`config.mk`:
```
export PLATFORM = sky130hd
export DESIGN_NAME = drive_safety_mode_controller_flat
export DESIGN_NICKNAME = d
export VERILOG_FILES = /design/src/hdl/dsmc_pkg.sv /design/src/hdl/dsmc_if.sv /design/src/hdl/drive_safety_mode_controller.sv /design/src/hdl/dsmc_front.sv /design/src/hdl/dsmc_queue.sv /design/src/hdl/dsmc_back.sv /design/src/flat_wrapper.sv
export SDC_FILE = /design/constraint.sdc
export NUM_CORES = 1
export LEC_CHECK = 0
export ABC_CLOCK_PERIOD_IN_PS = 14600
export BUFFER_PORTS_ARGS = -buffer_cell sky130_fd_sc_hd__buf_4
export CAP_MARGIN = 30
export CORE_AREA = 2 2 143 145
export DETAILED_ROUTE_END_ITERATION = 10
export DIE_AREA = 0 0 145 147
export PLACE_DENSITY = 0.89
export SLEW_MARGIN = 20
export SYNTH_ARGS = -nofsm -noshare
export SYNTH_HDL_FRONTEND = slang
export SYNTH_SLANG_ARGS = --single-unit
```
`constraint.sdc`:
```
create_clock -name clk -period 14.6 [get_ports clk]
set_input_delay 2.19 -clock clk [delete_from_list [all_inputs] [get_ports clk]]
set_output_delay 2.19 -clock clk [all_outputs]
set_load 0.01 [all_outputs]
```
`src/hdl/dsmc_pkg.sv`:
```
`timescale 1ns / 1ps
`default_nettype none
// ----------------------------------------------------------------------------
// dsmc_pkg
// Shared types, codes and motor math for the drive safety mode controller.
// ----------------------------------------------------------------------------
package dsmc_pkg;

	typedef enum logic [3:0] {
		OP_TICK        = 4'd0,
		OP_PING        = 4'd1,
		OP_STATUS      = 4'd2,
		OP_STOP        = 4'd3,
		OP_ESTOP       = 4'd4,
		OP_CLEAR_FAULT = 4'd5,
		OP_SET_MODE    = 4'd6,
		OP_START_ROW   = 4'd7,
		OP_MANUAL      = 4'd8,
		OP_UNKNOWN     = 4'd9
	} op_t;

	typedef enum logic [1:0] {
		MODE_IDLE   = 2'd0,
		MODE_MANUAL = 2'd1,
		MODE_AUTO   = 2'd2,
		MODE_FAULT  = 2'd3
	} mode_t;

	typedef enum logic [1:0] {
		REQ_IDLE    = 2'd0,
		REQ_MANUAL  = 2'd1,
		REQ_AUTO    = 2'd2,
		REQ_INVALID = 2'd3
	} mode_req_t;

	typedef enum logic [2:0] {
		ST_OK      = 3'd0,
		ST_BLOCKED = 3'd1,
		ST_UNSAFE  = 3'd2,
		ST_BAD     = 3'd3,
		ST_UNKNOWN = 3'd4,
		ST_ESTOP   = 3'd5,
		ST_BUTTON  = 3'd6,
		ST_EDGE    = 3'd7
	} status_t;

	localparam logic CFG_SENSE_LIMIT = 1'b0;
	localparam logic CFG_ROW_SPEED   = 1'b1;

	localparam logic [11:0]       SENSE_LIMIT_RST = 12'd1000;
	localparam logic signed [9:0] ROW_SPEED_RST   = 10'sd128;
	localparam logic signed [9:0] DEADBAND        = 10'sd12;
	localparam logic signed [9:0] TRACK_MAX       = 10'sd256;
	localparam logic signed [9:0] WIPE_FULL       = 10'sd256;

	// classified command, front to back
	typedef struct packed {
		op_t                op;
		mode_req_t          mode_req;
		logic               pressed;
		logic               unsafe;
		logic signed [9:0]  auto_drive;
		logic signed [9:0]  drive;
		logic signed [9:0]  turn;
		logic signed [9:0]  wipe;
	} work_t;

	typedef struct packed {
		logic [7:0] left_fwd;
		logic [7:0] left_rev;
		logic [7:0] right_fwd;
		logic [7:0] right_rev;
		logic [7:0] wiper;
	} pwm_t;

	// floor(mag * 255 / 256), mag in 0..256
	function automatic logic [7:0] duty(input logic [8:0] mag);
		logic [16:0] p;
		p = {mag, 8'd0} - 17'(mag);
		return p[15:8];
	endfunction

	// clamp(a +/- b, -256, 256)
	function automatic logic signed [9:0] track_mix(input logic signed [9:0] a,
		input logic signed [9:0] b, input logic diff);
		logic signed [10:0] s;
		s = diff ? (11'(a) - 11'(b)) : (11'(a) + 11'(b));
		if (s > 11'sd256)
			return TRACK_MAX;
		else if (s < -11'sd256)
			return -TRACK_MAX;
		else
			return s[9:0];
	endfunction

	// {fwd, rev} duties of one H-bridge with deadband
	function automatic logic [15:0] bridge(input logic signed [9:0] v);
		logic [9:0] mag;
		logic [7:0] d;
		mag = v[9] ? 10'(-v) : 10'(v);
		d = duty(mag[8:0]);
		if (v > DEADBAND)
			return {d, 8'd0};
		else if (v < -DEADBAND)
			return {8'd0, d};
		else
			return 16'd0;
	endfunction

	function automatic logic [7:0] wiper_duty(input logic signed [9:0] w);
		logic [8:0] m;
		if (w < 10'sd0)
			m = 9'd0;
		else if (w > WIPE_FULL)
			m = 9'd256;
		else
			m = w[8:0];
		return duty(m);
	endfunction

endpackage
`default_nettype wire

```
`src/hdl/dsmc_if.sv`:
```
`timescale 1ns / 1ps
`default_nettype none
// ----------------------------------------------------------------------------
// dsmc interfaces
// Command, response and configuration channels, valid/ready handshake.
// ----------------------------------------------------------------------------
interface dsmc_cmd_if;
	logic              valid;
	logic              ready;
	logic [3:0]        func;
	logic [1:0]        mode_request;
	logic              speed_given;
	logic signed [9:0] speed;
	logic signed [9:0] drive_req;
	logic signed [9:0] turn_req;
	logic signed [9:0] wipe_req;
	logic [11:0]       edge_front_left;
	logic [11:0]       edge_front_right;
	logic [11:0]       edge_rear_left;
	logic [11:0]       edge_rear_right;
	logic              button_released;

	modport source (output valid, func, mode_request, speed_given, speed, drive_req,
		turn_req, wipe_req, edge_front_left, edge_front_right, edge_rear_left,
		edge_rear_right, button_released, input ready);
	modport sink (input valid, func, mode_request, speed_given, speed, drive_req,
		turn_req, wipe_req, edge_front_left, edge_front_right, edge_rear_left,
		edge_rear_right, button_released, output ready);
endinterface

interface dsmc_rsp_if;
	logic       valid;
	logic       ready;
	logic       reply_sent;
	logic [2:0] status;
	logic [1:0] mode_now;
	logic       pong;
	logic       edge_alarm;
	logic       fault_latched;
	logic [7:0] left_fwd_pwm;
	logic [7:0] left_rev_pwm;
	logic [7:0] right_fwd_pwm;
	logic [7:0] right_rev_pwm;
	logic [7:0] wiper_pwm;

	modport source (output valid, reply_sent, status, mode_now, pong, edge_alarm,
		fault_latched, left_fwd_pwm, left_rev_pwm, right_fwd_pwm, right_rev_pwm,
		wiper_pwm, input ready);
	modport sink (input valid, reply_sent, status, mode_now, pong, edge_alarm,
		fault_latched, left_fwd_pwm, left_rev_pwm, right_fwd_pwm, right_rev_pwm,
		wiper_pwm, output ready);
endinterface

interface dsmc_cfg_if;
	logic        valid;
	logic        ready;
	logic        index;
	logic [11:0] data;

	modport source (output valid, index, data, input ready);
	modport sink (input valid, index, data, output ready);
endinterface
`default_nettype wire

```
`src/hdl/drive_safety_mode_controller.sv`:
```
`timescale 1ns / 1ps
`default_nettype none
// A command beat is registered in the queue, then in the response register.
// Throughput: one beat and one command per cycle unless rsp.ready stalls.
// Response register decouples rsp.ready; the queue absorbs QUEUE_DEPTH beats.
// Reset: async active low; mode idle, fault clear, commands and duties zero,
// sensor limit 1000, row speed 128, no clearing pass.
// ----------------------------------------------------------------------------
// drive_safety_mode_controller
// Safety mode controller for a two-track robot with wiper: decode front,
// command queue, execution back end and configuration registers.
// ----------------------------------------------------------------------------
module drive_safety_mode_controller
	import dsmc_pkg::*;
#(
	parameter int QUEUE_DEPTH = 2
) (
	input  logic       clk,
	input  logic       arst_n,
	dsmc_cmd_if.sink   cmd,
	dsmc_rsp_if.source rsp,
	dsmc_cfg_if.sink   cfg
);

	logic [11:0]       sense_limit_q;
	logic signed [9:0] row_speed_q;
	logic              push_valid;
	logic              push_ready;
	work_t             push_data;
	logic              pop_valid;
	logic              pop_ready;
	work_t             pop_data;

	assign cfg.ready = 1'b1;

	always_ff @(posedge clk or negedge arst_n) begin
		if (!arst_n) begin
			sense_limit_q <= SENSE_LIMIT_RST;
			row_speed_q   <= ROW_SPEED_RST;
		end else if (cfg.valid) begin
			if (cfg.index == CFG_SENSE_LIMIT) begin
				sense_limit_q <= cfg.data;
			end else if (cfg.index == CFG_ROW_SPEED) begin
				row_speed_q <= cfg.data[9:0];
			end
		end
	end

	dsmc_front u_front (
		.cmd         (cmd),
		.sense_limit (sense_limit_q),
		.row_speed   (row_speed_q),
		.push_valid  (push_valid),
		.push_ready  (push_ready),
		.push_data   (push_data)
	);

	dsmc_queue #(
		.DEPTH (QUEUE_DEPTH)
	) u_queue (
		.clk        (clk),
		.arst_n     (arst_n),
		.push_valid (push_valid),
		.push_ready (push_ready),
		.push_data  (push_data),
		.pop_valid  (pop_valid),
		.pop_ready  (pop_ready),
		.pop_data   (pop_data)
	);

	dsmc_back u_back (
		.clk       (clk),
		.arst_n    (arst_n),
		.pop_valid (pop_valid),
		.pop_ready (pop_ready),
		.pop_data  (pop_data),
		.rsp       (rsp)
	);

	a_fault_mode: assert property (@(posedge clk) disable iff (!arst_n)
		rsp.valid |-> (rsp.fault_latched == (rsp.mode_now == MODE_FAULT)))
		else $error("fault latch and fault mode disagree");

	a_fault_quiet: assert property (@(posedge clk) disable iff (!arst_n)
		(rsp.valid && rsp.mode_now == MODE_FAULT) |->
		(rsp.left_fwd_pwm == 8'd0 && rsp.left_rev_pwm == 8'd0 &&
		rsp.right_fwd_pwm == 8'd0 && rsp.right_rev_pwm == 8'd0 &&
		rsp.wiper_pwm == 8'd0))
		else $error("motors driven in fault mode");

	a_bridge_excl: assert property (@(posedge clk) disable iff (!arst_n)
		rsp.valid |-> ((rsp.left_fwd_pwm == 8'd0 || rsp.left_rev_pwm == 8'd0) &&
		(rsp.right_fwd_pwm == 8'd0 || rsp.right_rev_pwm == 8'd0)))
		else $error("both bridge inputs driven");

endmodule
`default_nettype wire

```
`src/hdl/dsmc_front.sv`:
```
`timescale 1ns / 1ps
`default_nettype none
// ----------------------------------------------------------------------------
// dsmc_front
// Accepts command beats, decodes the function and evaluates the safety inputs.
// ----------------------------------------------------------------------------
module dsmc_front
	import dsmc_pkg::*;
(
	dsmc_cmd_if.sink          cmd,
	input  logic [11:0]       sense_limit,
	input  logic signed [9:0] row_speed,
	output logic              push_valid,
	input  logic              push_ready,
	output work_t             push_data
);

	op_t func_code;

	assign cmd.ready  = push_ready;
	assign push_valid = cmd.valid;
	assign func_code  = op_t'(cmd.func);

	always_comb begin
		case (func_code)
			OP_TICK, OP_PING, OP_STATUS, OP_STOP, OP_ESTOP, OP_CLEAR_FAULT,
			OP_SET_MODE, OP_START_ROW, OP_MANUAL: push_data.op = func_code;
			default: push_data.op = OP_UNKNOWN;
		endcase
		push_data.mode_req   = mode_req_t'(cmd.mode_request);
		push_data.pressed    = !cmd.button_released;
		push_data.unsafe     = (cmd.edge_front_left < sense_limit) ||
			(cmd.edge_front_right < sense_limit) ||
			(cmd.edge_rear_left < sense_limit) ||
			(cmd.edge_rear_right < sense_limit);
		push_data.auto_drive = cmd.speed_given ? cmd.speed : row_speed;
		push_data.drive      = cmd.drive_req;
		push_data.turn       = cmd.turn_req;
		push_data.wipe       = cmd.wipe_req;
	end

endmodule
`default_nettype wire

```
`src/hdl/dsmc_queue.sv`:
```
`timescale 1ns / 1ps
`default_nettype none
// ----------------------------------------------------------------------------
// dsmc_queue
// Small FIFO of decoded commands between front and back.
// ----------------------------------------------------------------------------
module dsmc_queue
	import dsmc_pkg::*;
#(
	parameter int DEPTH = 2
) (
	input  logic  clk,
	input  logic  arst_n,
	input  logic  push_valid,
	output logic  push_ready,
	input  work_t push_data,
	output logic  pop_valid,
	input  logic  pop_ready,
	output work_t pop_data
);

	localparam int AW = (DEPTH > 1) ? $clog2(DEPTH) : 1;
	localparam int CW = $clog2(DEPTH + 1);

	work_t           mem_q [DEPTH];
	logic [AW-1:0]   wr_ptr_q;
	logic [AW-1:0]   rd_ptr_q;
	logic [CW-1:0]   count_q;
	logic            push;
	logic            pop;

	assign push_ready = (count_q != CW'(DEPTH));
	assign pop_valid  = (count_q != '0);
	assign pop_data   = mem_q[rd_ptr_q];
	assign push       = push_valid && push_ready;
	assign pop        = pop_valid && pop_ready;

	always_ff @(posedge clk) begin
		if (push) begin
			mem_q[wr_ptr_q] <= push_data;
		end
	end

	always_ff @(posedge clk or negedge arst_n) begin
		if (!arst_n) begin
			wr_ptr_q <= '0;
			rd_ptr_q <= '0;
			count_q  <= '0;
		end else begin
			if (push) begin
				wr_ptr_q <= (wr_ptr_q == AW'(DEPTH - 1)) ? '0 : wr_ptr_q + 1'b1;
			end
			if (pop) begin
				rd_ptr_q <= (rd_ptr_q == AW'(DEPTH - 1)) ? '0 : rd_ptr_q + 1'b1;
			end
			if (push && !pop) begin
				count_q <= count_q + 1'b1;
			end else if (pop && !push) begin
				count_q <= count_q - 1'b1;
			end
		end
	end

endmodule
`default_nettype wire

```
`src/hdl/dsmc_back.sv`:
```
`timescale 1ns / 1ps
`default_nettype none
// ----------------------------------------------------------------------------
// dsmc_back
// Executes decoded commands: mode, fault latch, motor commands, PWM duties.
// Holds the response register.
// ----------------------------------------------------------------------------
module dsmc_back
	import dsmc_pkg::*;
(
	input  logic       clk,
	input  logic       arst_n,
	input  logic       pop_valid,
	output logic       pop_ready,
	input  work_t      pop_data,
	dsmc_rsp_if.source rsp
);

	mode_t             mode_q, mode_nx;
	logic              fault_q, fault_nx;
	logic signed [9:0] drive_q, drive_nx;
	logic signed [9:0] turn_q, turn_nx;
	logic signed [9:0] wipe_q, wipe_nx;
	pwm_t              pwm_q, pwm_nx;
	logic              rsp_valid_q;
	logic              reply_q, reply_nx;
	status_t           status_q, status_nx;
	logic              pong_q, pong_nx;
	logic              edge_q, edge_nx;
	logic              take;
	logic signed [9:0] turn_eff;
	logic signed [9:0] left_trk;
	logic signed [9:0] right_trk;
	pwm_t              run_pwm;

	assign pop_ready = !rsp_valid_q || rsp.ready;
	assign take      = pop_valid && pop_ready;

	// motor update from held commands
	assign turn_eff  = (mode_q == MODE_AUTO) ? 10'sd0 : turn_q;
	assign left_trk  = track_mix(drive_q, turn_eff, 1'b1);
	assign right_trk = track_mix(drive_q, turn_eff, 1'b0);
	always_comb begin
		{run_pwm.left_fwd, run_pwm.left_rev}   = bridge(left_trk);
		{run_pwm.right_fwd, run_pwm.right_rev} = bridge(right_trk);
		run_pwm.wiper                          = wiper_duty(wipe_q);
	end

	always_comb begin
		mode_nx   = mode_q;
		fault_nx  = fault_q;
		drive_nx  = drive_q;
		turn_nx   = turn_q;
		wipe_nx   = wipe_q;
		pwm_nx    = pwm_q;
		reply_nx  = 1'b1;
		status_nx = ST_OK;
		pong_nx   = 1'b0;
		edge_nx   = 1'b0;
		case (pop_data.op)
			OP_TICK: begin
				reply_nx = 1'b0;
				if (pop_data.pressed || (pop_data.unsafe && mode_q != MODE_FAULT)) begin
					reply_nx  = 1'b1;
					status_nx = pop_data.pressed ? ST_BUTTON : ST_EDGE;
					mode_nx   = MODE_FAULT;
					fault_nx  = 1'b1;
					drive_nx  = '0;
					turn_nx   = '0;
					wipe_nx   = '0;
					pwm_nx    = '0;
				end else if (mode_q == MODE_AUTO || mode_q == MODE_MANUAL) begin
					pwm_nx = run_pwm;
				end else begin
					drive_nx = '0;
					turn_nx  = '0;
					wipe_nx  = '0;
					pwm_nx   = '0;
				end
			end
			OP_PING: pong_nx = 1'b1;
			OP_STATUS: edge_nx = pop_data.unsafe;
			OP_STOP: begin
				drive_nx = '0;
				turn_nx  = '0;
				wipe_nx  = '0;
				pwm_nx   = '0;
				if (mode_q != MODE_FAULT) begin
					mode_nx = MODE_IDLE;
				end
			end
			OP_ESTOP: begin
				status_nx = ST_ESTOP;
				mode_nx   = MODE_FAULT;
				fault_nx  = 1'b1;
				drive_nx  = '0;
				turn_nx   = '0;
				wipe_nx   = '0;
				pwm_nx    = '0;
			end
			OP_CLEAR_FAULT: begin
				if (!pop_data.unsafe && !pop_data.pressed) begin
					fault_nx = 1'b0;
					mode_nx  = MODE_IDLE;
				end else begin
					status_nx = ST_UNSAFE;
				end
			end
			OP_SET_MODE: begin
				if (mode_q == MODE_FAULT) begin
					status_nx = ST_BLOCKED;
				end else begin
					case (pop_data.mode_req)
						REQ_IDLE: mode_nx = MODE_IDLE;
						REQ_MANUAL: mode_nx = MODE_MANUAL;
						REQ_AUTO: begin
							mode_nx  = MODE_AUTO;
							drive_nx = pop_data.auto_drive;
							turn_nx  = '0;
							wipe_nx  = WIPE_FULL;
						end
						default: status_nx = ST_BAD;
					endcase
				end
			end
			OP_START_ROW: begin
				if (mode_q == MODE_FAULT) begin
					status_nx = ST_BLOCKED;
				end else begin
					mode_nx  = MODE_AUTO;
					drive_nx = pop_data.auto_drive;
					turn_nx  = '0;
					wipe_nx  = WIPE_FULL;
				end
			end
			OP_MANUAL: begin
				if (mode_q == MODE_FAULT) begin
					status_nx = ST_BLOCKED;
				end else begin
					mode_nx  = MODE_MANUAL;
					drive_nx = pop_data.drive;
					turn_nx  = pop_data.turn;
					wipe_nx  = pop_data.wipe;
				end
			end
			default: status_nx = ST_UNKNOWN;
		endcase
	end

	always_ff @(posedge clk or negedge arst_n) begin
		if (!arst_n) begin
			rsp_valid_q <= 1'b0;
			mode_q      <= MODE_IDLE;
			fault_q     <= 1'b0;
			drive_q     <= '0;
			turn_q      <= '0;
			wipe_q      <= '0;
			pwm_q       <= '0;
		end else begin
			if (take) begin
				rsp_valid_q <= 1'b1;
				mode_q      <= mode_nx;
				fault_q     <= fault_nx;
				drive_q     <= drive_nx;
				turn_q      <= turn_nx;
				wipe_q      <= wipe_nx;
				pwm_q       <= pwm_nx;
			end else if (rsp.ready) begin
				rsp_valid_q <= 1'b0;
			end
		end
	end

	always_ff @(posedge clk) begin
		if (take) begin
			reply_q  <= reply_nx;
			status_q <= status_nx;
			pong_q   <= pong_nx;
			edge_q   <= edge_nx;
		end
	end

	// state registers load only with a new beat, so they double as the held fields
	assign rsp.valid           = rsp_valid_q;
	assign rsp.reply_sent      = reply_q;
	assign rsp.status          = status_q;
	assign rsp.mode_now        = mode_q;
	assign rsp.pong            = pong_q;
	assign rsp.edge_alarm      = edge_q;
	assign rsp.fault_latched   = fault_q;
	assign rsp.left_fwd_pwm    = pwm_q.left_fwd;
	assign rsp.left_rev_pwm    = pwm_q.left_rev;
	assign rsp.right_fwd_pwm   = pwm_q.right_fwd;
	assign rsp.right_rev_pwm   = pwm_q.right_rev;
	assign rsp.wiper_pwm       = pwm_q.wiper;

endmodule
`default_nettype wire
```
`src/flat_wrapper.sv`:
```
// flat-port wrapper written by rule: the top's interface ports become plain ports
module drive_safety_mode_controller_flat import dsmc_pkg::*;
#(
	parameter int QUEUE_DEPTH = 2
)
  (clk, arst_n, cmd_valid, cmd_func, cmd_mode_request, cmd_speed_given, cmd_speed, cmd_drive_req, cmd_turn_req, cmd_wipe_req, cmd_edge_front_left, cmd_edge_front_right, cmd_edge_rear_left, cmd_edge_rear_right, cmd_button_released, cmd_ready, rsp_valid, rsp_reply_sent, rsp_status, rsp_mode_now, rsp_pong, rsp_edge_alarm, rsp_fault_latched, rsp_left_fwd_pwm, rsp_left_rev_pwm, rsp_right_fwd_pwm, rsp_right_rev_pwm, rsp_wiper_pwm, rsp_ready, cfg_valid, cfg_index, cfg_data, cfg_ready);
  dsmc_cmd_if cmd_i ();
  dsmc_rsp_if rsp_i ();
  dsmc_cfg_if cfg_i ();
  input  logic clk;
  input  logic arst_n;
  input wire logic [$bits(cmd_i.valid)-1:0] cmd_valid;
  input wire logic [$bits(cmd_i.func)-1:0] cmd_func;
  input wire logic [$bits(cmd_i.mode_request)-1:0] cmd_mode_request;
  input wire logic [$bits(cmd_i.speed_given)-1:0] cmd_speed_given;
  input wire logic [$bits(cmd_i.speed)-1:0] cmd_speed;
  input wire logic [$bits(cmd_i.drive_req)-1:0] cmd_drive_req;
  input wire logic [$bits(cmd_i.turn_req)-1:0] cmd_turn_req;
  input wire logic [$bits(cmd_i.wipe_req)-1:0] cmd_wipe_req;
  input wire logic [$bits(cmd_i.edge_front_left)-1:0] cmd_edge_front_left;
  input wire logic [$bits(cmd_i.edge_front_right)-1:0] cmd_edge_front_right;
  input wire logic [$bits(cmd_i.edge_rear_left)-1:0] cmd_edge_rear_left;
  input wire logic [$bits(cmd_i.edge_rear_right)-1:0] cmd_edge_rear_right;
  input wire logic [$bits(cmd_i.button_released)-1:0] cmd_button_released;
  output wire logic [$bits(cmd_i.ready)-1:0] cmd_ready;
  output wire logic [$bits(rsp_i.valid)-1:0] rsp_valid;
  output wire logic [$bits(rsp_i.reply_sent)-1:0] rsp_reply_sent;
  output wire logic [$bits(rsp_i.status)-1:0] rsp_status;
  output wire logic [$bits(rsp_i.mode_now)-1:0] rsp_mode_now;
  output wire logic [$bits(rsp_i.pong)-1:0] rsp_pong;
  output wire logic [$bits(rsp_i.edge_alarm)-1:0] rsp_edge_alarm;
  output wire logic [$bits(rsp_i.fault_latched)-1:0] rsp_fault_latched;
  output wire logic [$bits(rsp_i.left_fwd_pwm)-1:0] rsp_left_fwd_pwm;
  output wire logic [$bits(rsp_i.left_rev_pwm)-1:0] rsp_left_rev_pwm;
  output wire logic [$bits(rsp_i.right_fwd_pwm)-1:0] rsp_right_fwd_pwm;
  output wire logic [$bits(rsp_i.right_rev_pwm)-1:0] rsp_right_rev_pwm;
  output wire logic [$bits(rsp_i.wiper_pwm)-1:0] rsp_wiper_pwm;
  input wire logic [$bits(rsp_i.ready)-1:0] rsp_ready;
  input wire logic [$bits(cfg_i.valid)-1:0] cfg_valid;
  input wire logic [$bits(cfg_i.index)-1:0] cfg_index;
  input wire logic [$bits(cfg_i.data)-1:0] cfg_data;
  output wire logic [$bits(cfg_i.ready)-1:0] cfg_ready;
  assign cmd_i.valid = cmd_valid;
  assign cmd_i.func = cmd_func;
  assign cmd_i.mode_request = cmd_mode_request;
  assign cmd_i.speed_given = cmd_speed_given;
  assign cmd_i.speed = cmd_speed;
  assign cmd_i.drive_req = cmd_drive_req;
  assign cmd_i.turn_req = cmd_turn_req;
  assign cmd_i.wipe_req = cmd_wipe_req;
  assign cmd_i.edge_front_left = cmd_edge_front_left;
  assign cmd_i.edge_front_right = cmd_edge_front_right;
  assign cmd_i.edge_rear_left = cmd_edge_rear_left;
  assign cmd_i.edge_rear_right = cmd_edge_rear_right;
  assign cmd_i.button_released = cmd_button_released;
  assign cmd_ready = cmd_i.ready;
  assign rsp_valid = rsp_i.valid;
  assign rsp_reply_sent = rsp_i.reply_sent;
  assign rsp_status = rsp_i.status;
  assign rsp_mode_now = rsp_i.mode_now;
  assign rsp_pong = rsp_i.pong;
  assign rsp_edge_alarm = rsp_i.edge_alarm;
  assign rsp_fault_latched = rsp_i.fault_latched;
  assign rsp_left_fwd_pwm = rsp_i.left_fwd_pwm;
  assign rsp_left_rev_pwm = rsp_i.left_rev_pwm;
  assign rsp_right_fwd_pwm = rsp_i.right_fwd_pwm;
  assign rsp_right_rev_pwm = rsp_i.right_rev_pwm;
  assign rsp_wiper_pwm = rsp_i.wiper_pwm;
  assign rsp_i.ready = rsp_ready;
  assign cfg_i.valid = cfg_valid;
  assign cfg_i.index = cfg_index;
  assign cfg_i.data = cfg_data;
  assign cfg_ready = cfg_i.ready;
  drive_safety_mode_controller #(.QUEUE_DEPTH(QUEUE_DEPTH)) u_core (.clk(clk), .arst_n(arst_n), .cmd(cmd_i), .rsp(rsp_i), .cfg(cfg_i));
endmodule
```
### After elaboration in Yosys (flattened, before gate mapping)

Memories as Yosys holds them, arrays and structs flattened.
Index checks and enable logic that the tools add are counted.

* equal/unequal tests: 32
* muxes and demuxes: 63
* reduce and logical (&&, ||, !) cells: 39
* $lt $le $gt $ge: 14
* $add $sub $neg: 11
* bitwise operators: 1

Operators by type and width (count)
* $mux W10: 20
* $pmux W10 S5: 3
* $mux W40: 2
* $pmux W40 S2: 1
* $lt A12 B12 Y1: 4
* $sub A16 B9 Y16: 3
* $mux W9: 4
* $eq A4 B3 Y1 const B: 8
* $mux W16: 2
* $gt A11 B10 Y1 const B: 2
* $lt A11 B9 Y1 const B: 2
* $mux W2: 11
* $gt A10 B5 Y1 const B: 2
* $lt A10 B5 Y1 const B: 2
* $ne A2 B2 Y1 const B: 9
* $neg A9 Y9: 2
* $pmux W3 S6: 1
* $eq A4 B2 Y1 const B: 4
* $mux W8: 2
* $pmux W2 S7: 1
* $mux W1: 12
* $add A10 B10 Y11: 1
* $sub A10 B10 Y11: 1
* $gt A10 B10 Y1 const B: 1
* 31 further kinds: 60

* bits in writable memories: 96
* output and inout bits: 52
* register bits after elaboration: 106
* memories kept: 1

Memory list
* u_core.u_queue.mem_q: words 2, bits a word 48, rd ports 1, clocked after memory_dff 0, wr ports 1, RTL line dsmc_queue.sv:25 `work_t mem_q [DEPTH];`

### Depth between registers and ports, before layout

Gate-level depths: netlist of run 1.

* depth after elaboration: 14
* mapped depth: 26
* mapped depth without buffers: 25

### Cells and area by module

Synthesis of run 1 repeated with hierarchy kept, for this count alone.

* cells, all modules: 1166
* area, all modules: 12373.1 µm²

Modules (own cells, without submodules)
* dsmc_back: sequential area each 2031.9 µm², times used 1, area an instance 6412.4 µm², cells an instance 777
* dsmc_queue: sequential area each 2982.9 µm², times used 1, area an instance 3703.6 µm², cells an instance 167
* dsmc_front: sequential area each 0.0 µm², times used 1, area an instance 1366.3 µm², cells an instance 173
* drive_safety_mode_controller: sequential area each 559.3 µm², times used 1, area an instance 890.9 µm², cells an instance 49

### Worst setup path before layout of run 1

No wires, ideal clock.

* path kind: register to register
* from: register u_core.u_back.mode_q[0] (netlist: u_core.u_back.rsp.mode_now[0])
* to: register u_core.u_back.pwm_q (netlist bit u_core.u_back.rsp.left_fwd_pwm[7])
* clock period less this slack: 5.030 ns
* cell stages (with the launch flop): 26
* setup time: 0.079 ns
* path buffers: 2
* slack: 9.570 ns
* data arrival time: 4.952 ns
* path through: dfrtp_1 -> inv_1 -> ha_1 -> nand2b_1 -> ha_1 -> nor2b_1 -> o21ai_0 -> or3b_1 -> clkbuf_1 -> a211oi_1 -> a41oi_1 -> o31ai_2 -> buf_2 -> and2_1 -> inv_1 -> ha_1 -> a21boi_0 -> o21ai_0 -> ha_1 -> inv_1 -> o211ai_1 -> nand4b_1 -> and2_1 -> nand3b_1 -> mux2_2 -> o21ai_1

* cells in the longest elaborated chain, start to end: 13

Ends and longest elaborated chain
* start: declaration: RTL line dsmc_back.sv:19 `mode_t mode_q, mode_nx;`
* start signal: assignment: RTL line dsmc_back.sv:162 `mode_q <= mode_nx;`
* $eq A2 B2 Y1: RTL line dsmc_back.sv:40, dsmc_back.sv:72
* $mux W10: RTL line dsmc_back.sv:40 `assign turn_eff = (mode_q == MODE_AUTO) ? 10'sd0 : turn_q;`
* $sub A10 B10 Y11
* $lt A11 B9 Y1: RTL line dsmc_pkg.sv:90 `else if (s < -11'sd256)`
* $mux W10: RTL line dsmc_pkg.sv:90
* $mux W10: RTL line dsmc_pkg.sv:88 `if (s > 11'sd256)`
* $neg A9 Y9: RTL line dsmc_pkg.sv:100 `mag = v[9] ? 10'(-v) : 10'(v);`
* $mux W9: RTL line dsmc_pkg.sv:100
* $sub A16 B9 Y16: RTL line dsmc_pkg.sv:79 `p = {mag, 8'd0} - 17'(mag);`
* $mux W16: RTL line dsmc_pkg.sv:102 `if (v > DEADBAND)`
* $mux W40: RTL line dsmc_back.sv:72 `end else if (mode_q == MODE_AUTO || mode_q == MODE_MANUAL) begin`
* $mux W40 *: RTL line dsmc_back.sv:63 `if (pop_data.pressed || (pop_data.unsafe && mode_q != MODE_FAULT)) begin`
* $pmux W40 S2 *: RTL line dsmc_back.sv:60 `case (pop_data.op)`
* end signal: assignment: RTL line dsmc_back.sv:167 `pwm_q <= pwm_nx;`
* end: declaration: RTL line dsmc_back.sv:24 `pwm_t pwm_q, pwm_nx;`

Mark *: on every way between the ends. The rest lies on a longest branch, timed or not.
A chain may end at the register's enable or synchronous reset.

### Worst setup path after layout of run 1

* from: register u_core.u_back.mode_q[0] (netlist: u_core.u_back.rsp.mode_now[0])
* to: register u_core.u_back.pwm_q (netlist bit u_core.u_back.rsp.left_rev_pwm[6])

* cells in the longest elaborated chain, start to end: 14

Ends and longest elaborated chain
* $eq A2 B2 Y1: RTL line dsmc_back.sv:40, dsmc_back.sv:72
* $mux W10: RTL line dsmc_back.sv:40
* $sub A10 B10 Y11
* $lt A11 B9 Y1: RTL line dsmc_pkg.sv:90
* $mux W10: RTL line dsmc_pkg.sv:90
* $mux W10: RTL line dsmc_pkg.sv:88
* $neg A9 Y9: RTL line dsmc_pkg.sv:100
* $mux W9: RTL line dsmc_pkg.sv:100
* $sub A16 B9 Y16: RTL line dsmc_pkg.sv:79
* $mux W8: RTL line dsmc_pkg.sv:104 `else if (v < -DEADBAND)`
* $mux W16: RTL line dsmc_pkg.sv:102
* $mux W40: RTL line dsmc_back.sv:72
* $mux W40 *: RTL line dsmc_back.sv:63
* $pmux W40 S2 *: RTL line dsmc_back.sv:60

Marked as above.

==> reports/metrics.cfg, run 1 <==
[global_route]
grt_usage_pct = 25.9
antenna_found_initial = 0
grt_first_pass_wirelength_mm = 45.5
grt_overflow = 0
grt_max_degree = 60
grt_pass1_vias = 9148

[worst_setup_path]
worst_setup_path_start_kind = flop
ff2ff_setup_slack_ns = 8.48
arrival_ns = 6.55
crit_chain = inv_1 -> ha_1 -> nand2b_1 -> ha_1 -> o211a_1 -> a21boi_1 -> nor2_1 -> a311oi_2 -> a41oi_1 -> o31ai_2 -> and2_1 -> inv_1 -> ha_1 -> a21boi_0 -> o21ai_0 -> ha_1 -> inv_1 -> o211ai_1 -> nand4b_1 -> and2_1 -> nand2b_1 -> mux2i_1 -> a22o_1
r2r_start = u_core.u_back.rsp.mode_now[0]
critical_path_buf_inv_count = 3
cp-startpoint = u_core.u_back.rsp.mode_now[0]
path_class = flop to flop
cp_max_fo = 12
rr_endpoint = u_core.u_back.rsp.left_rev_pwm[6]
r2r_cells = 23
cp.required_ns = 15.03
end_kind = flop
critPathMaxStageDelay_ns = 0.68
cpMostUsedCell = ha_1
critPathSlowestCell = o31ai_2
cp_top_family = compound AO/OA/AOI/OAI gates

[die]
core-area_um2 = 19800
pin_count = 166
fp-row-count = 52
die_h_um = 147
die_w_um = 145
dieArea_um2 = 21300
start_util_pct = 59.2

[drt]
post_drt_wl_per_cell_um = 18.2
dr.pass1.iters = 5
drt_iter0_markers = 656
drt_wl_total_mm = 27.8
drtAntennaViolNets = 0
num_vias = 9225
drc = 0
via_per_inst = 6.04

[timing]
worst_pin_slew_ns = 1.11
final-setup-viol-count = 0
hold_viol_final = 0
min_period_ns = 6.12
drv_slew = 0
slew_headroom_pct = 25.5
skew_ns = 0.0126
setup-tns-final_ns = 0
fin_crit_sh_pct = 41.9
fmax_mhz = 163
rsz0062_at_grt = no

[clocking]
clk_pin_slew_ns = 0.06
clock_path_buffers = 3
root_buffer = clkbuf_16
clock_insertion_delay_worst_skew_ns = 0.50
postCtsHoldBufs = 0
cts_tree = built
htreeDepth = 1
cts_resized = 0
postCtsSetupBuffers = 0
cts.sinks = 202
cts_buffers = 21

[logic_synthesis]
synth_nets = 1275
yosys_warnings = 0
synth-edff-count = 102
netlist.top_cell.by_area = edfxtp_1
synth_cell_type_count = 95
synthTopCellsByArea = edfxtp_1, dfrtp_1, ha_1
ys_seq_elements = 202
async_flop_share_pct = 49.5
syn-mean-instance-area_um2 = 10.8
synth_top_area_share_pct = 26.1
synth_flop_cell = edfxtp_1
syn_inst = 1083
synth.cell_area_um2 = 11700
synth-seq-area-share_pct = 47.5

[finish]
syn_to_final_growth_pct = 18.2
final_nets = 1434
finalInstanceArea_um2 = 13900
diodes = 0
final_layout_size_suffix_gt1_share_pct = 21.8

[run]
maxCapViolCount = 0

[hold_path]
hold_end = u_core.u_back.rsp.left_fwd_pwm[2]
hold_class = flop to flop
hold_depth = 2
min_from = u_core.u_back.rsp.left_fwd_pwm[2]

[status]
status = completed

[placed_design]
dp_hpwl_mm = 20.5
dpl-instance-area_um2 = 13200
numPortBuffers = 164
gp_congestion = 0.952

==> kinds of logic after synthesis <==
family          after synthesis  synth area share, %
other cells                   1               0.0319
flops                       202                 47.5
xor+xnor                     32                 2.39
simple gates                297                 12.6
compound gates              304                 18.9
buf+inv                      88                 3.04
mux                          81                 7.20
fa+ha+maj                    78                 8.44
==> Yosys cell counts (all sizes together) (9+ instances only) <==
| cell | n |
|---|---|
| nand3 | 18 |
| nor2 | 44 |
| dfrtp | 93 |
| o211ai | 9 |
| o21ai | 84 |
| a22o | 14 |
| clkbuf | 26 |
| nor3 | 20 |
| nand2b | 26 |
| inv | 49 |
| a31oi | 11 |
| o31ai | 27 |
| ha | 76 |
| buf | 13 |
| mux2 | 28 |
| a21oi | 47 |
| edfxtp | 102 |
| a21o | 18 |
| o22a | 12 |
| nand2 | 118 |
| xnor2 | 24 |
| mux2i | 53 |
| nor2b | 16 |
==> worst max path at each step <==
stage,end,cells past startpoint
finish,u_core.u_back.rsp.left_rev_pwm[6],23
global route,u_core.u_back.rsp.left_rev_pwm[6],23
CTS,u_core.u_back.rsp.left_rev_pwm[6],23
detailed placement,u_core.u_back.rsp.left_rev_pwm[6],23
global placement,u_core.u_back.rsp.left_fwd_pwm[7],23
floorplan,u_core.u_back.rsp.left_fwd_pwm[7],25
==> state kept, by name, summed over array words and instances (netlist names) <==
| name | cells |
|---|---|
| u_core.row_speed_q | 10 |
| u_core.sense_limit_q | 12 |
| u_core.u_back.drive_q | 10 |
| u_core.u_back.rsp.edge_alarm | 1 |
| u_core.u_back.rsp.fault_latched | 1 |
| u_core.u_back.rsp.left_fwd_pwm | 8 |
| u_core.u_back.rsp.left_rev_pwm | 8 |
| u_core.u_back.rsp.mode_now | 2 |
| u_core.u_back.rsp.pong | 1 |
| u_core.u_back.rsp.reply_sent | 1 |
| u_core.u_back.rsp.right_fwd_pwm | 8 |
| u_core.u_back.rsp.right_rev_pwm | 8 |
| u_core.u_back.rsp.status | 3 |
| u_core.u_back.rsp.valid | 1 |
| u_core.u_back.rsp.wiper_pwm | 8 |
| u_core.u_back.turn_q | 10 |
| u_core.u_back.wipe_q | 10 |
| u_core.u_queue.count_q | 2 |
| u_core.u_queue.mem_q | 96 |
| u_core.u_queue.rd_ptr_q | 1 |
| u_core.u_queue.wr_ptr_q | 1 |
==> worst register-to-register path, stage by stage, from the launching register on <==
cell and delay (ns):
dfrtp_1 0.36, inv_1 0.08, ha_1 0.33, nand2b_1 0.23, ha_1 0.59, o211a_1 0.26, a21boi_1 0.21, nor2_1 0.12
a311oi_2 0.51, a41oi_1 0.21, o31ai_2 0.68, and2_1 0.29, inv_1 0.06, ha_1 0.27, a21boi_0 0.15, o21ai_0 0.33
ha_1 0.21, inv_1 0.04, o211ai_1 0.11, nand4b_1 0.17, and2_1 0.19, nand2b_1 0.16, mux2i_1 0.31, a22o_1 0.17
==> final cells by class <==
| cell class | count | area (µm²) |
|---|---|---|
| Multi-Input combinational cell | 793 | 5820 |
| Clock buffer | 29 | 566 |
| Clock inverter | 9 | 71.3 |
| Tap cell | 270 | 338 |
| Sequential cell | 202 | 5580 |
| Inverter | 49 | 184 |
| Fill cell | 1414 | 5960 |
| Timing Repair Buffer | 175 | 1320 |
==> cells in the final DEF (no fill, tap or decap), drive strengths merged, types with 6 or more instances in the layout <==
cell / netlist / final
a21o: 18 / 18
and3: 7 / 7
buf: 13 / 173
ha: 76 / 76
a21boi: 6 / 6
mux2i: 53 / 53
o31ai: 27 / 27
a21oi: 47 / 47
nor3: 20 / 20
a31oi: 11 / 11
nor2b: 16 / 16
inv: 49 / 50
clkbuf: 26 / 30
xor2: 8 / 8
a22oi: 6 / 6
nand2b: 26 / 26
o21a: 8 / 8
xnor2: 24 / 24
nor2: 44 / 44
edfxtp: 102 / 102
clkinv: 0 / 7
o22a: 12 / 12
a211o: 7 / 7
dfstp: 7 / 7
or3: 6 / 6
a22o: 14 / 14
nand3: 18 / 18
a211oi: 8 / 8
mux2: 28 / 28
nand2: 118 / 118
nand4: 7 / 7
o21ai: 84 / 84
dfrtp: 93 / 93
nor4: 6 / 6
o211ai: 9 / 9
==> per-layer routing <==
layer	track usage, %	vias to the layer above	share of wire [%]
met5	0	-	0
met4	9.90	0	3.8
met3	4.66	80	6.3
met2	45.7	368	49
met1	32.0	4409	41
li1	-	4368	-
==> stage by stage <==
step                      utilization, %  hold slack, ns  std cells  setup WS, ns
final                               69.9           0.475       1527          8.48
after global routing                69.9           0.502       1527          7.95
after CTS                           69.9           0.482       1526          8.55
after detailed placement            66.7           0.470       1488          8.59
after global placement              66.5           0.455       1485          8.81
after floorplan                        -           0.441       1083          9.57
Power of run 1 is not shown: default switching activity piles up to over one toggle a cycle in this logic, so the estimate is an artifact.
==> run 2, diff against run 1 <==
- ABC_AREA: unset -> 1
- ABC_CLOCK_PERIOD_IN_PS: 14600 -> 5200
- CORE_AREA: 2 2 143 145 -> 2 2 154 156
- DIE_AREA: 0 0 145 147 -> 0 0 156 158
- PLACE_DENSITY: 0.89 -> 0.83
- clock period: 14.6 -> 5.2 ns (I/O delays scaled with it)
==> reports/metrics.cfg, run 2 <==
[status]
status = completed

[logic_synthesis]
synth.cell_area_um2 = 11900  ; +1.7%
synth-seq-area-share_pct = 46.7  ; -0.78 points
synthTopCellsByArea = edfxtp_1, dfrtp_1, nand2_1
synth_cell_type_count = 66  ; -31%
ys_seq_elements = 202  ; unchanged
syn_inst = 1347  ; +24%
synth_common_cells = nand2_1, inv_1, edfxtp_1, dfrtp_1, nor2_1
synth_flop_cell = edfxtp_1
syn-mean-instance-area_um2 = 8.86  ; -18%
netlist.top_cell.by_area = edfxtp_1
synth_nets = 1539  ; +21%
synth-edff-count = 102  ; unchanged
yosys_warnings = 0  ; unchanged
synth_top_area_share_pct = 25.7  ; -0.43 points
async_flop_share_pct = 49.5  ; unchanged
yosysMostFrequentCell = nand2_1

[hold_path]
hold_class = primary input to async pin

[die]
die_w_um = 156  ; +7.6%
fp-row-count = 56  ; +7.7%
die_h_um = 158  ; +7.5%
pin_count = 166  ; unchanged
core-area_um2 = 23100  ; +16%
dieArea_um2 = 24600  ; +16%
start_util_pct = 51.8  ; -7.4 points

[timing]
final-setup-viol-count = 0  ; unchanged
worst_pin_slew_ns = 0.816  ; -0.293 ns
layout_setup_ws_ns = 0.365  ; -8.12 ns
fin_crit_sh_pct = 93.0  ; +51 points
min_period_ns = 4.84  ; -1.28 ns
hold_viol_final = 0  ; unchanged
fmax_mhz = 207  ; +27%
skew_ns = 0.0152  ; +0.00264 ns
drv_slew = 0  ; unchanged
setup-tns-final_ns = 0  ; unchanged
rsz0062_at_grt = no
slew_headroom_pct = 45.6  ; +20 points

[drt]
dr_wl_met2_mm = 13.2  ; -2.8%
wl_met1_mm = 11.1  ; -2.3%
drt_wl_total_mm = 26.7  ; -3.8%
top_layer = met4
num_vias = 9606  ; +4.1%
post_drt_wl_per_cell_um = 14.8  ; -19%
drc = 0  ; unchanged
dr.pass1.iters = 6  ; +1
wl_met3_mm = 1.55  ; -12%
drt_iter0_markers = 696  ; +6.1%
via_per_inst = 5.32  ; -12%
drtAntennaViolNets = 0  ; unchanged

[clocking]
htreeDepth = 1  ; unchanged
cts_buffers = 22  ; +4.8%
postCtsHoldBufs = 0  ; unchanged
clk_pin_slew_ns = 0.06  ; about the same
clock_insertion_delay_worst_skew_ns = 0.53  ; +0.03 ns
postCtsSetupBuffers = 0  ; unchanged
cts.sinks = 202  ; unchanged
cts_tree = built
cts_resized = 0  ; unchanged
root_buffer = clkbuf_16
clock_path_buffers = 3  ; unchanged

[finish]
final_cells = 1807  ; +18%
diodes = 0  ; unchanged
final_layout_size_suffix_gt1_share_pct = 21.6  ; -0.24 points
syn_to_final_growth_pct = 18.6
mostFrequentLayoutCell = nand2_1
reg_top3 = u_core.u_queue.mem_q (96), u_core.sense_limit_q (12)
final_cell_mix = nand2_1, buf_4, inv_1
fillers = 1902  ; +35%
largest_register_ff_count = 96  ; unchanged
regMostFlops = u_core.u_queue.mem_q
finalInstanceArea_um2 = 14200  ; +2.0%
final_nets = 1693  ; +18%

[placed_design]
post-place-ws_ns = 0.314  ; -8.28 ns
gp_congestion = 0.943  ; -0.96%
placedCellCount = 1767  ; +19%
numPortBuffers = 164  ; unchanged
dp_hpwl_mm = 20.0  ; -2.4%
dpl-instance-area_um2 = 13400  ; +1.0%

[worst_setup_path]
cp_top_family = simple AND/OR/NAND/NOR gates
worst_setup_path_start_kind = flop
arrival_ns = 5.24  ; -1.31 ns
cp_max_fo = 14  ; +2
cpMostUsedCell = nand2_1
critPathSlowestCell = ha_1
cp.depth = 27  ; +17%
r2r_cells = 27  ; +17%
critical_path_buf_inv_count = 5  ; +2
path_class = flop to flop
cp.required_ns = 5.61  ; -9.42 ns
end_kind = flop
critPathMaxStageDelay_ns = 0.41  ; -0.27 ns

[global_route]
grt_overflow = 0  ; unchanged
grt_first_pass_wirelength_mm = 44.4  ; -2.4%
grt_pass1_vias = 9518  ; +4.0%
grt_usage_pct = 22.0  ; -3.9 points
grt_max_degree = 55  ; -8.3%
antenna_found_initial = 0  ; unchanged

[run]
maxCapViolCount = 0  ; unchanged

run 2: cell count changes after synthesis, moves of 18 or more:
cell / before / now
a21oi_1: 42 / 60
nand2b_1: 26 / 0
inv_1: 48 / 146
nor2_1: 44 / 86
nand3_1: 17 / 82
nand3_2: 1 / 20
xnor2_1: 24 / 2
nand2_1: 118 / 350
nand2_2: 0 / 28
mux2i_1: 53 / 20
o21ai_0: 74 / 48
run 2: metal layers:
metal  track usage, %  up-vias
met5                0        -
met4             7.99        0
met3             4.08       60
met2             39.0      282
met1             26.9     4455
li1                 -     4809
run 2: worst register-to-register path: cells and delay by family, from the launching register on:
kind	cells	cell delay [ns]
fa+ha+maj	4	1.04
simple gates	14	1.92
compound gates	4	0.69
flops	1	0.39
buf+inv	5	0.64
run 2: through the flow:
stage / utilization [%] / hold WS, ns
final: 61.4 / 0.340
after global routing: 61.4 / 0.389
after CTS: 61.3 / 0.355
after detailed placement: 58.0 / 0.465
after global placement: 58.0 / 0.460
after floorplan: - / 0.446
run 2: cell families (layout without fill, tap and decap cells):
kind of cell,count (synthesis),after routing,share of synthesized area (%)
AO/OA/AOI/OAI,191,191,10.1
adder cells (fa/ha/maj),78,78,8.30
AND/OR/NAND/NOR,631,631,24.1
buffers and inverters,203,373,7.27
flip-flops,202,202,46.7
XOR/XNOR,10,10,0.796
multiplexers,31,31,2.71
other,1,1,0.0314
run 2: path summary, 6_finish.rpt:
check / startpoint / endpoint / slack, ns
max in group asynchronous: arst_n / u_core.u_back.wipe_q[0] / 3.79
setup reg to reg: u_core.u_back.rsp.mode_now[0] / u_core.u_back.rsp.left_fwd_pwm[6] / 0.36
hold / removal: arst_n / u_core.u_back.drive_q[5] / 0.34
hold reg to reg: u_core.u_queue.count_q[0] / u_core.u_queue.count_q[0] / 0.47
setup / recovery: u_core.u_back.rsp.mode_now[0] / u_core.u_back.rsp.left_fwd_pwm[6] / 0.36
min in group clk: cmd_drive_req[6] / u_core.u_queue.mem_q[0][26] / 0.44
run 2: layout make-up:
type	count	area, µm²	area share (%)
inverters	161	626	4.42
clock inverters	5	98.8	0.698
flip-flops and latches	202	5580	39.4
clock buffers	35	651	4.60
multi-input cells	942	5550	39.2
well taps	290	363	2.56
repair buffers	172	1290	9.12
Power of run 2 is left out for the same reason.
